## src/ea2rm_pkg.sv

```systemverilog
// ----------------------------------------------------------------------------
// ea2rm_pkg
// Shared constants, types and helpers for the Euler angle to matrix block.
// ----------------------------------------------------------------------------
`default_nettype none

package ea2rm_pkg;

   localparam int CORDIC_STAGES     = 16;
   localparam int ELEMENT_FRAC_BITS = 14;
   localparam int ATAN_LEN          = 24;
   localparam int CORDIC_RUN        = (CORDIC_STAGES < ATAN_LEN) ? CORDIC_STAGES : ATAN_LEN;
   localparam int CORDIC_LAT        = CORDIC_RUN + 3;
   localparam int MUL_LAT           = 4;
   localparam int PIPE_LAT          = CORDIC_LAT + MUL_LAT;

   localparam int ANG_W  = 17;
   localparam int TURN_W = 16;
   localparam int RES_W  = 14;
   localparam int CW     = 34;
   localparam int TRIG_W = 32;
   localparam int PROD_W = 64;
   localparam int EL_W   = 16;
   localparam int POS_W  = 32;
   localparam int Q_W    = 2;

   localparam int FULL_TURN    = 46080;
   localparam int EIGHTH_TURN  = 5760;
   localparam int GAIN_Q30     = 652032874;
   localparam int Z_SHIFT      = 17;
   localparam int TRIG_FRAC    = 30;
   localparam int EL_SHIFT     = 2 * TRIG_FRAC - ELEMENT_FRAC_BITS;

   localparam logic [Q_W-1:0] QUAD_0 = 2'd0;
   localparam logic [Q_W-1:0] QUAD_1 = 2'd1;
   localparam logic [Q_W-1:0] QUAD_2 = 2'd2;
   localparam logic [Q_W-1:0] QUAD_3 = 2'd3;

   typedef struct packed {
      logic [EL_W-1:0]  m00;
      logic [EL_W-1:0]  m01;
      logic [EL_W-1:0]  m02;
      logic [EL_W-1:0]  m10;
      logic [EL_W-1:0]  m11;
      logic [EL_W-1:0]  m12;
      logic [EL_W-1:0]  m20;
      logic [EL_W-1:0]  m21;
      logic [EL_W-1:0]  m22;
      logic [POS_W-1:0] t_x;
      logic [POS_W-1:0] t_y;
      logic [POS_W-1:0] t_z;
   } rsp_type;

   function automatic logic [31:0] atan_q24(input int i);
      logic [31:0] v;
      case (i)
         0:       v = 32'd754974720;
         1:       v = 32'd445687602;
         2:       v = 32'd235489089;
         3:       v = 32'd119537938;
         4:       v = 32'd60000934;
         5:       v = 32'd30029717;
         6:       v = 32'd15018523;
         7:       v = 32'd7509720;
         8:       v = 32'd3754917;
         9:       v = 32'd1877466;
         10:      v = 32'd938734;
         11:      v = 32'd469367;
         12:      v = 32'd234684;
         13:      v = 32'd117342;
         14:      v = 32'd58671;
         15:      v = 32'd29335;
         16:      v = 32'd14668;
         17:      v = 32'd7334;
         18:      v = 32'd3667;
         19:      v = 32'd1833;
         20:      v = 32'd917;
         21:      v = 32'd458;
         22:      v = 32'd229;
         23:      v = 32'd115;
         default: v = 32'd0;
      endcase
      return v;
   endfunction

   function automatic logic signed [TRIG_W-1:0] rnd30(input logic signed [PROD_W-1:0] p);
      logic signed [PROD_W-1:0] s;
      s = (p + (PROD_W'(1) <<< (TRIG_FRAC - 1))) >>> TRIG_FRAC;
      return TRIG_W'(s);
   endfunction

   function automatic logic [EL_W-1:0] to_element(input logic signed [PROD_W-1:0] v);
      logic signed [PROD_W-1:0] r;
      logic signed [PROD_W-1:0] lim;
      lim = PROD_W'(1) <<< ELEMENT_FRAC_BITS;
      r   = (v + (PROD_W'(1) <<< (EL_SHIFT - 1))) >>> EL_SHIFT;
      if (r > lim) begin
         r = lim;
      end
      if (r < -lim) begin
         r = -lim;
      end
      return r[EL_W-1:0];
   endfunction

endpackage

`default_nettype wire

```

## src/ea2rm_cordic.sv

```systemverilog
// ----------------------------------------------------------------------------
// ea2rm_cordic
// Pipelined sine and cosine of an angle in degrees: turn reduction,
// quadrant split, unrolled rotation-mode CORDIC and quadrant fold.
// ----------------------------------------------------------------------------
`default_nettype none

module ea2rm_cordic (
   input  wire logic                                   clock,
   input  wire logic                                   en,
   input  wire logic signed [ea2rm_pkg::ANG_W-1:0]     ang,
   output logic signed [ea2rm_pkg::TRIG_W-1:0]         sin_val,
   output logic signed [ea2rm_pkg::TRIG_W-1:0]         cos_val
);
   import ea2rm_pkg::*;

   logic signed [ANG_W:0]      ang_x;
   logic [TURN_W-1:0]          turn_in, turn_ff;
   logic [Q_W-1:0]             quad_in;
   logic signed [RES_W-1:0]    res_in;
   logic signed [CW-1:0]       x_ff [0:CORDIC_RUN];
   logic signed [CW-1:0]       y_ff [0:CORDIC_RUN];
   logic signed [CW-1:0]       z_ff [0:CORDIC_RUN];
   logic [Q_W-1:0]             q_ff [0:CORDIC_RUN];
   logic signed [TRIG_W-1:0]   sin_in, sin_ff, cos_in, cos_ff;
   logic [31:0]                tv;

   always_comb begin
      ang_x = {ang[ANG_W-1], ang};
      if (ang_x < 0) begin
         if (ang_x < -(ANG_W+1)'(FULL_TURN)) begin
            turn_in = TURN_W'(32'(ang_x) + 2 * FULL_TURN);
         end else begin
            turn_in = TURN_W'(32'(ang_x) + FULL_TURN);
         end
      end else if (ang_x >= (ANG_W+1)'(FULL_TURN)) begin
         turn_in = TURN_W'(32'(ang_x) - FULL_TURN);
      end else begin
         turn_in = TURN_W'(ang_x);
      end
   end

   always_comb begin
      tv = 32'(turn_ff);
      if (tv < EIGHTH_TURN) begin
         quad_in = QUAD_0;
         res_in  = RES_W'(tv);
      end else if (tv < 3 * EIGHTH_TURN) begin
         quad_in = QUAD_1;
         res_in  = RES_W'(tv - 2 * EIGHTH_TURN);
      end else if (tv < 5 * EIGHTH_TURN) begin
         quad_in = QUAD_2;
         res_in  = RES_W'(tv - 4 * EIGHTH_TURN);
      end else if (tv < 7 * EIGHTH_TURN) begin
         quad_in = QUAD_3;
         res_in  = RES_W'(tv - 6 * EIGHTH_TURN);
      end else begin
         quad_in = QUAD_0;
         res_in  = RES_W'(tv - 8 * EIGHTH_TURN);
      end
   end

   always_ff @(posedge clock) begin
      if (en) begin
         turn_ff <= turn_in;
         x_ff[0] <= CW'(GAIN_Q30);
         y_ff[0] <= '0;
         z_ff[0] <= CW'(res_in) <<< Z_SHIFT;
         q_ff[0] <= quad_in;
      end
   end

   for (genvar i = 0; i < CORDIC_RUN; i++) begin : g_stage
      always_ff @(posedge clock) begin
         if (en) begin
            q_ff[i+1] <= q_ff[i];
            if (!z_ff[i][CW-1]) begin
               x_ff[i+1] <= x_ff[i] - (y_ff[i] >>> i);
               y_ff[i+1] <= y_ff[i] + (x_ff[i] >>> i);
               z_ff[i+1] <= z_ff[i] - CW'(atan_q24(i));
            end else begin
               x_ff[i+1] <= x_ff[i] + (y_ff[i] >>> i);
               y_ff[i+1] <= y_ff[i] - (x_ff[i] >>> i);
               z_ff[i+1] <= z_ff[i] + CW'(atan_q24(i));
            end
         end
      end
   end

   always_comb begin
      case (q_ff[CORDIC_RUN])
         QUAD_0: begin
            cos_in = TRIG_W'(x_ff[CORDIC_RUN]);
            sin_in = TRIG_W'(y_ff[CORDIC_RUN]);
         end
         QUAD_1: begin
            cos_in = TRIG_W'(-y_ff[CORDIC_RUN]);
            sin_in = TRIG_W'(x_ff[CORDIC_RUN]);
         end
         QUAD_2: begin
            cos_in = TRIG_W'(-x_ff[CORDIC_RUN]);
            sin_in = TRIG_W'(-y_ff[CORDIC_RUN]);
         end
         default: begin
            cos_in = TRIG_W'(y_ff[CORDIC_RUN]);
            sin_in = TRIG_W'(-x_ff[CORDIC_RUN]);
         end
      endcase
   end

   always_ff @(posedge clock) begin
      if (en) begin
         sin_ff <= sin_in;
         cos_ff <= cos_in;
      end
   end

   assign sin_val = sin_ff;
   assign cos_val = cos_ff;

endmodule

`default_nettype wire

```

## config.mk

```make
export PLATFORM = sky130hd
export DESIGN_NAME = ea2rm_cordic
export DESIGN_NICKNAME = d
export VERILOG_FILES = /design/src/ea2rm_pkg.sv /design/src/ea2rm_cordic.sv
export SDC_FILE = /design/constraint.sdc
export NUM_CORES = 2
export LEC_CHECK = 0
export BUFFER_PORTS_ARGS = -buffer_cell sky130_fd_sc_hd__buf_4
export CAP_MARGIN = 0
export CORE_ASPECT_RATIO = 1.75
export CORE_MARGIN = 3
export CORE_UTILIZATION = 50
export CTS_CLUSTER_SIZE = 25
export DETAILED_ROUTE_END_ITERATION = 10
export PLACE_DENSITY_LB_ADDON = 0.05
export SLEW_MARGIN = 25
export SYNTH_ARGS = -nofsm -noshare
export SYNTH_HDL_FRONTEND = slang
export SYNTH_SLANG_ARGS = --single-unit
```

## constraint.sdc

```tcl
create_clock -name clock -period 9.8 [get_ports clock]
set_input_delay 0.49 -clock clock [delete_from_list [all_inputs] [get_ports clock]]
set_output_delay 0.49 -clock clock [all_outputs]
set_load 0.02 [all_outputs]
```

[After elaboration in Yosys (flattened, before gate mapping)]
Memories as Yosys holds them, arrays and structs flattened.
Index checks and enable logic that the tools add are counted.
Cells by class
  add/subtract/negate cells: 104
  $mul: 0
  divide/modulo/power cells: 0
  $lt $le $gt $ge: 7
  equality and inequality tests: 2
  shifts and indexed selects: 0
  multiplexer cells: 159
  bitwise operators: 48
  reduce and logical (&&, ||, !) cells: 1
Operators with widths (number)
  $mux W34: 48
  $pmux W32 S3: 2
  $mux W1: 98
  $add A34 B19 Y34: 2
  $add A34 B20 Y34: 2
  $add A34 B21 Y34: 2
  $add A34 B22 Y34: 2
  $add A34 B23 Y34: 2
  $add A34 B24 Y34: 2
  $add A34 B25 Y34: 2
  $add A34 B26 Y34: 2
  $add A34 B27 Y34: 2
  $add A34 B28 Y34: 2
  $add A34 B29 Y34: 2
  $add A34 B30 Y34: 2
  $add A34 B31 Y34: 2
  $add A34 B32 Y34: 2
  $add A34 B33 Y34: 2
  $sub A34 B19 Y34: 2
  $sub A34 B20 Y34: 2
  $sub A34 B21 Y34: 2
  $sub A34 B22 Y34: 2
  $sub A34 B23 Y34: 2
  $sub A34 B24 Y34: 2
  other kinds (62): 131
Storage, ports and cells
  bits in registers: 80
  bits in latches: 0
  memory bits (writable): 1768
  ROM bits: 0
  output and inout port bits: 64
  logic and storage cells: 328
  memories: 4
Memory list
  x_ff: words 17, width 34, read ports 17, clocked after memory_dff 0, wr ports 17, line ea2rm_cordic.sv:21  | logic signed [CW-1:0] x_ff [0:CORDIC_RUN];
  y_ff: words 17, width 34, read ports 17, clocked after memory_dff 0, wr ports 17, line ea2rm_cordic.sv:22  | logic signed [CW-1:0] y_ff [0:CORDIC_RUN];
  z_ff: words 17, width 34, read ports 16, clocked after memory_dff 0, wr ports 17, line ea2rm_cordic.sv:23  | logic signed [CW-1:0] z_ff [0:CORDIC_RUN];
  q_ff: words 17, width 2, read ports 17, clocked after memory_dff 0, wr ports 17, line ea2rm_cordic.sv:24  | logic [Q_W-1:0] q_ff [0:CORDIC_RUN];

[Depth between registers and ports, before layout]
  depth after elaboration: 5
  depth in mapped cells: 22

[Least setup slack after synthesis]
No wires, ideal clock.
  kind: input -> register
  start point: input port en
  end point: memory x_ff[4][32], data pin
  arrival time: 4.887 ns
  data required time: 9.535 ns
  path slack: 4.649 ns
  stages: 17
  path buffers: 3
  cells stage by stage: clkbuf_1 clkbuf_1 nand2_1 clkbuf_1 o21ai_0 fa_1 a21o_1 a21oi_1 nor2b_1 o31a_1 a221oi_1 o31ai_1 and2_1 a311o_1 a21oi_1 o211ai_1 xor2_1
RTL lines
  from (decl): line ea2rm_cordic.sv:10  | input wire logic en,
  to (decl): line ea2rm_cordic.sv:21

==> run_results.csv <==
group,metric,value,unit
clocking,cts_tree,"done",
synth,synth_flop_cell,"edfxtp_1",
route,num_vias,101000,
die,rows,244,
setup_path,path_delay_family,"compound AO/OA/AOI/OAI gates",
setup_path,crit_cells,15,
synth,synth_cell_types,99,
clocking,clock_latency,870,ps
setup_path,slowest_stage,"a311oi_1",
setup_path,slowest_delay,870,ps
timing,slew_headroom,23.2,%
global_route,grt_max_degree,178,
placed_design,port_buffers,82,
route,antenna_left,0,
setup_path,required,10400,ps
route,wl,393000,microns
setup_path,critical_path_class,"register to register",
clocking,clock-sinks,1551,
timing,finalHoldViolCount,0,
setup_path,rr_startpoint,"z_ff[14][33]$_DFFE_PP_",
die,initial_core_util,50.4,%
synth,syn_nets,14600,
timing,setup_viol,0,
synth,async_reset_ff_share,0,%
synth,ys_ff_latch,1551,
synth,synthTopCellsByArea,"edfxtp_1, ha_1, xnor2_1",
placed_design,dp_hpwl,318000,microns
job,maxCapViolations,0,
die,ios,83,
die,core,0.253,sq mm
route,drtIter0Drc,5094,
clocking,cts_hold_buf,13,
timing,rsz0062_at_grt,"false",
setup_path,crit_end,"y_ff[15][32]$_DFFE_PP_",
clocking,clockBufferDepth,4,
finish,layout.nets,14700,
clocking,cts_buffers,170,
die,die_y,674,microns
synth,yosysSeqAreaShare,36.6,%
timing,tns,0,ps
synth,syn_inst,13100,
timing,slew_viol_final,0,
synth,syn_area,0.127,sq mm
synth,synth_top_area_share,36.6,%
clocking,cts-htree-levels,4,
route,routed_via_density,6.08,
route,firstDrtPassIters,8,
setup_path,crit_arrival,6910,ps
clocking,post_cts_resized,0,
global_route,grt_pass1_vias,104000,
setup_path,start_kind,"register",
timing,clock.fmax,158,MHz
setup_path,r2r_end,"y_ff[15][32]$_DFFE_PP_",
setup_path,end_kind,"register",
global_route,gr-total-overflow,0,
synth,avgSynthCellArea,9.71,sq um
synth,yosysWarnings,0,
worst_hold_path,worst_hold_path_type,"input port to register",
timing,fin_crit,6310,ps
timing,post-route-period-util,64.4,%
clocking,clkTransAtPathRegs,60,ps
global_route,grt_antenna_before_repair,6,
setup_path,critPathMaxFanout,47,
die,dieArea,0.261,sq mm
timing,finClkSkew,51.9,ps
outcome,status,"finished, final reports clean",
setup_path,r2r_slack,3490,ps
finish,final_cell_mix,"edfxtp_1, ha_1, a21oi_1",
setup_path,r2r_cells,15,
synth,synth_top_area_cell,"edfxtp_1",
timing,tightestPinTransition,1150,ps
finish,syn2layout_area_growth,8.06,%
setup_path,crit_path_cell_trace,"nand2_2 > buf_4 > clkinv_1 > buf_4 > a311oi_1 > a21oi_1 > ha_1 > nand3_1 > o31a_1 > a211oi_1 > a22o_1 > o41ai_1 > o21bai_1 > o41ai_1 > xnor2_1",
die,chipWidth,388,microns
setup_path,crit_buf_inv,3,
setup_path,setup.worst_path.start,"z_ff[14][33]$_DFFE_PP_",
clocking,cts_root_buffer,"clkbuf_16",
global_route,grt_usage,29.4,%
route,drc,0,
finish,mostFrequentLayoutCell,"edfxtp_1",
clocking,cts_setup_buffers,0,
finish,drive_gt1_share,4.55,%
route,wl_per_cell,23.6,microns
placed_design,gp_congestion,0.994,
global_route,grt_pass1_wl,596000,microns
synth,synth_edf_count,1551,
## worst reg2reg max path: stages, from the launching register on
cell,delay (ps)
edfxtp_1,690
nand2_2,190
buf_4,560
clkinv_1,890
buf_4,520
a311oi_1,880
a21oi_1,90
ha_1,420
nand3_1,120
o31a_1,170
a211oi_1,120
a22o_1,240
o41ai_1,500
o21bai_1,170
o41ai_1,370
xnor2_1,120
## flip-flops by register name, indices dropped and copies added (netlist names)
signal and cells:
x_ff 482, y_ff 509, sin_val 32, cos_val 32, q_ff 34, z_ff 446
turn_ff 16
## metrics by stage
step | instances | hold WS, ps | setup WS (ps) | utilization (%) | cell area, sq um
final | 16700 | 43.9 | 3490 | 54.4 | 138000
after global placement | 16400 | 400 | 3340 | 52.2 | 132000
after floorplan | 13100 | 400 | 4650 | - | 127000
after detailed placement | 16400 | 405 | 3220 | 52.2 | 132000
after CTS | 16700 | 3.50 | 3600 | 54.4 | 138000
after global routing | 16700 | 32.4 | 3070 | 54.4 | 138000
## cells in the mapped netlist (51+ instances only)
cell type / n
a21boi_0: 52
nand3_1: 226
nor2_1: 1029
nor4_1: 76
or2_2: 51
nor2b_1: 167
mux2_2: 63
and3_1: 107
clkbuf_1: 168
o21ai_0: 737
nand2_1: 762
or3_1: 98
a31oi_1: 106
a21o_1: 563
nand2b_1: 261
and2_1: 74
edfxtp_1: 1551
xnor2_1: 1277
xor2_1: 643
nand4_1: 67
ha_1: 1391
o21bai_1: 141
o211ai_1: 59
inv_1: 507
nor3_1: 300
a21oi_1: 1341
o21a_1: 240
o31ai_1: 143
a211oi_1: 113
## cell families (layout without fill, tap and decap cells)
| kind of cell | after synthesis | in the layout | synth area share (%) |
|---|---|---|---|
| AOI/OAI and AO/OA | 3981 | 3981 | 19.9 |
| xor gates and xnor gates | 1920 | 1920 | 13.2 |
| adders and majority gates | 1435 | 1435 | 14.4 |
| buffers and inverters | 726 | 980 | 2.14 |
| DFF | 1551 | 1551 | 36.6 |
| muxes | 110 | 110 | 0.946 |
| other | 0 | 2 | 0 |
| and+or+nand+nor | 3393 | 3393 | 12.9 |
## cell type report
| class | count | area, sq um |
|---|---|---|
| clock buffer | 196 | 4420 |
| inverter | 514 | 1930 |
| timing repair buffer | 165 | 1390 |
| fill | 22500 | 115000 |
| clock inverter | 105 | 1050 |
| sequential | 1551 | 46600 |
| multi-input combinational | 10800 | 78100 |
| antenna | 2 | 5.00 |
| tap | 3321 | 4160 |
## how the worst min path moves through the flow
stage	startpoint	end	slack [ps]	cells past startpoint
after floorplan	q_ff[9][0]$_DFFE_PP_	q_ff[10][0]$_DFFE_PP_	400	0
after global placement	q_ff[7][1]$_DFFE_PP_	q_ff[8][1]$_DFFE_PP_	400	0
after detailed placement	z_ff[0][21]$_DFFE_PP_	z_ff[1][21]$_DFFE_PP_	400	0
after CTS	ang[12]	turn_ff[12]$_DFFE_PP_	3	2
after global routing	en	z_ff[0][20]$_DFFE_PP_	30	1
final	en	z_ff[0][20]$_DFFE_PP_	40	1
## layer usage
layer	share of wire [%]	track usage (%)
met3	2.9	3.04
met2	55	58.4
met1	31	25.5
met5	0.0033	0
met4	11	26.6
Power is not shown: default switching activity piles up to over one toggle a cycle in this logic, so the estimate is an artifact.
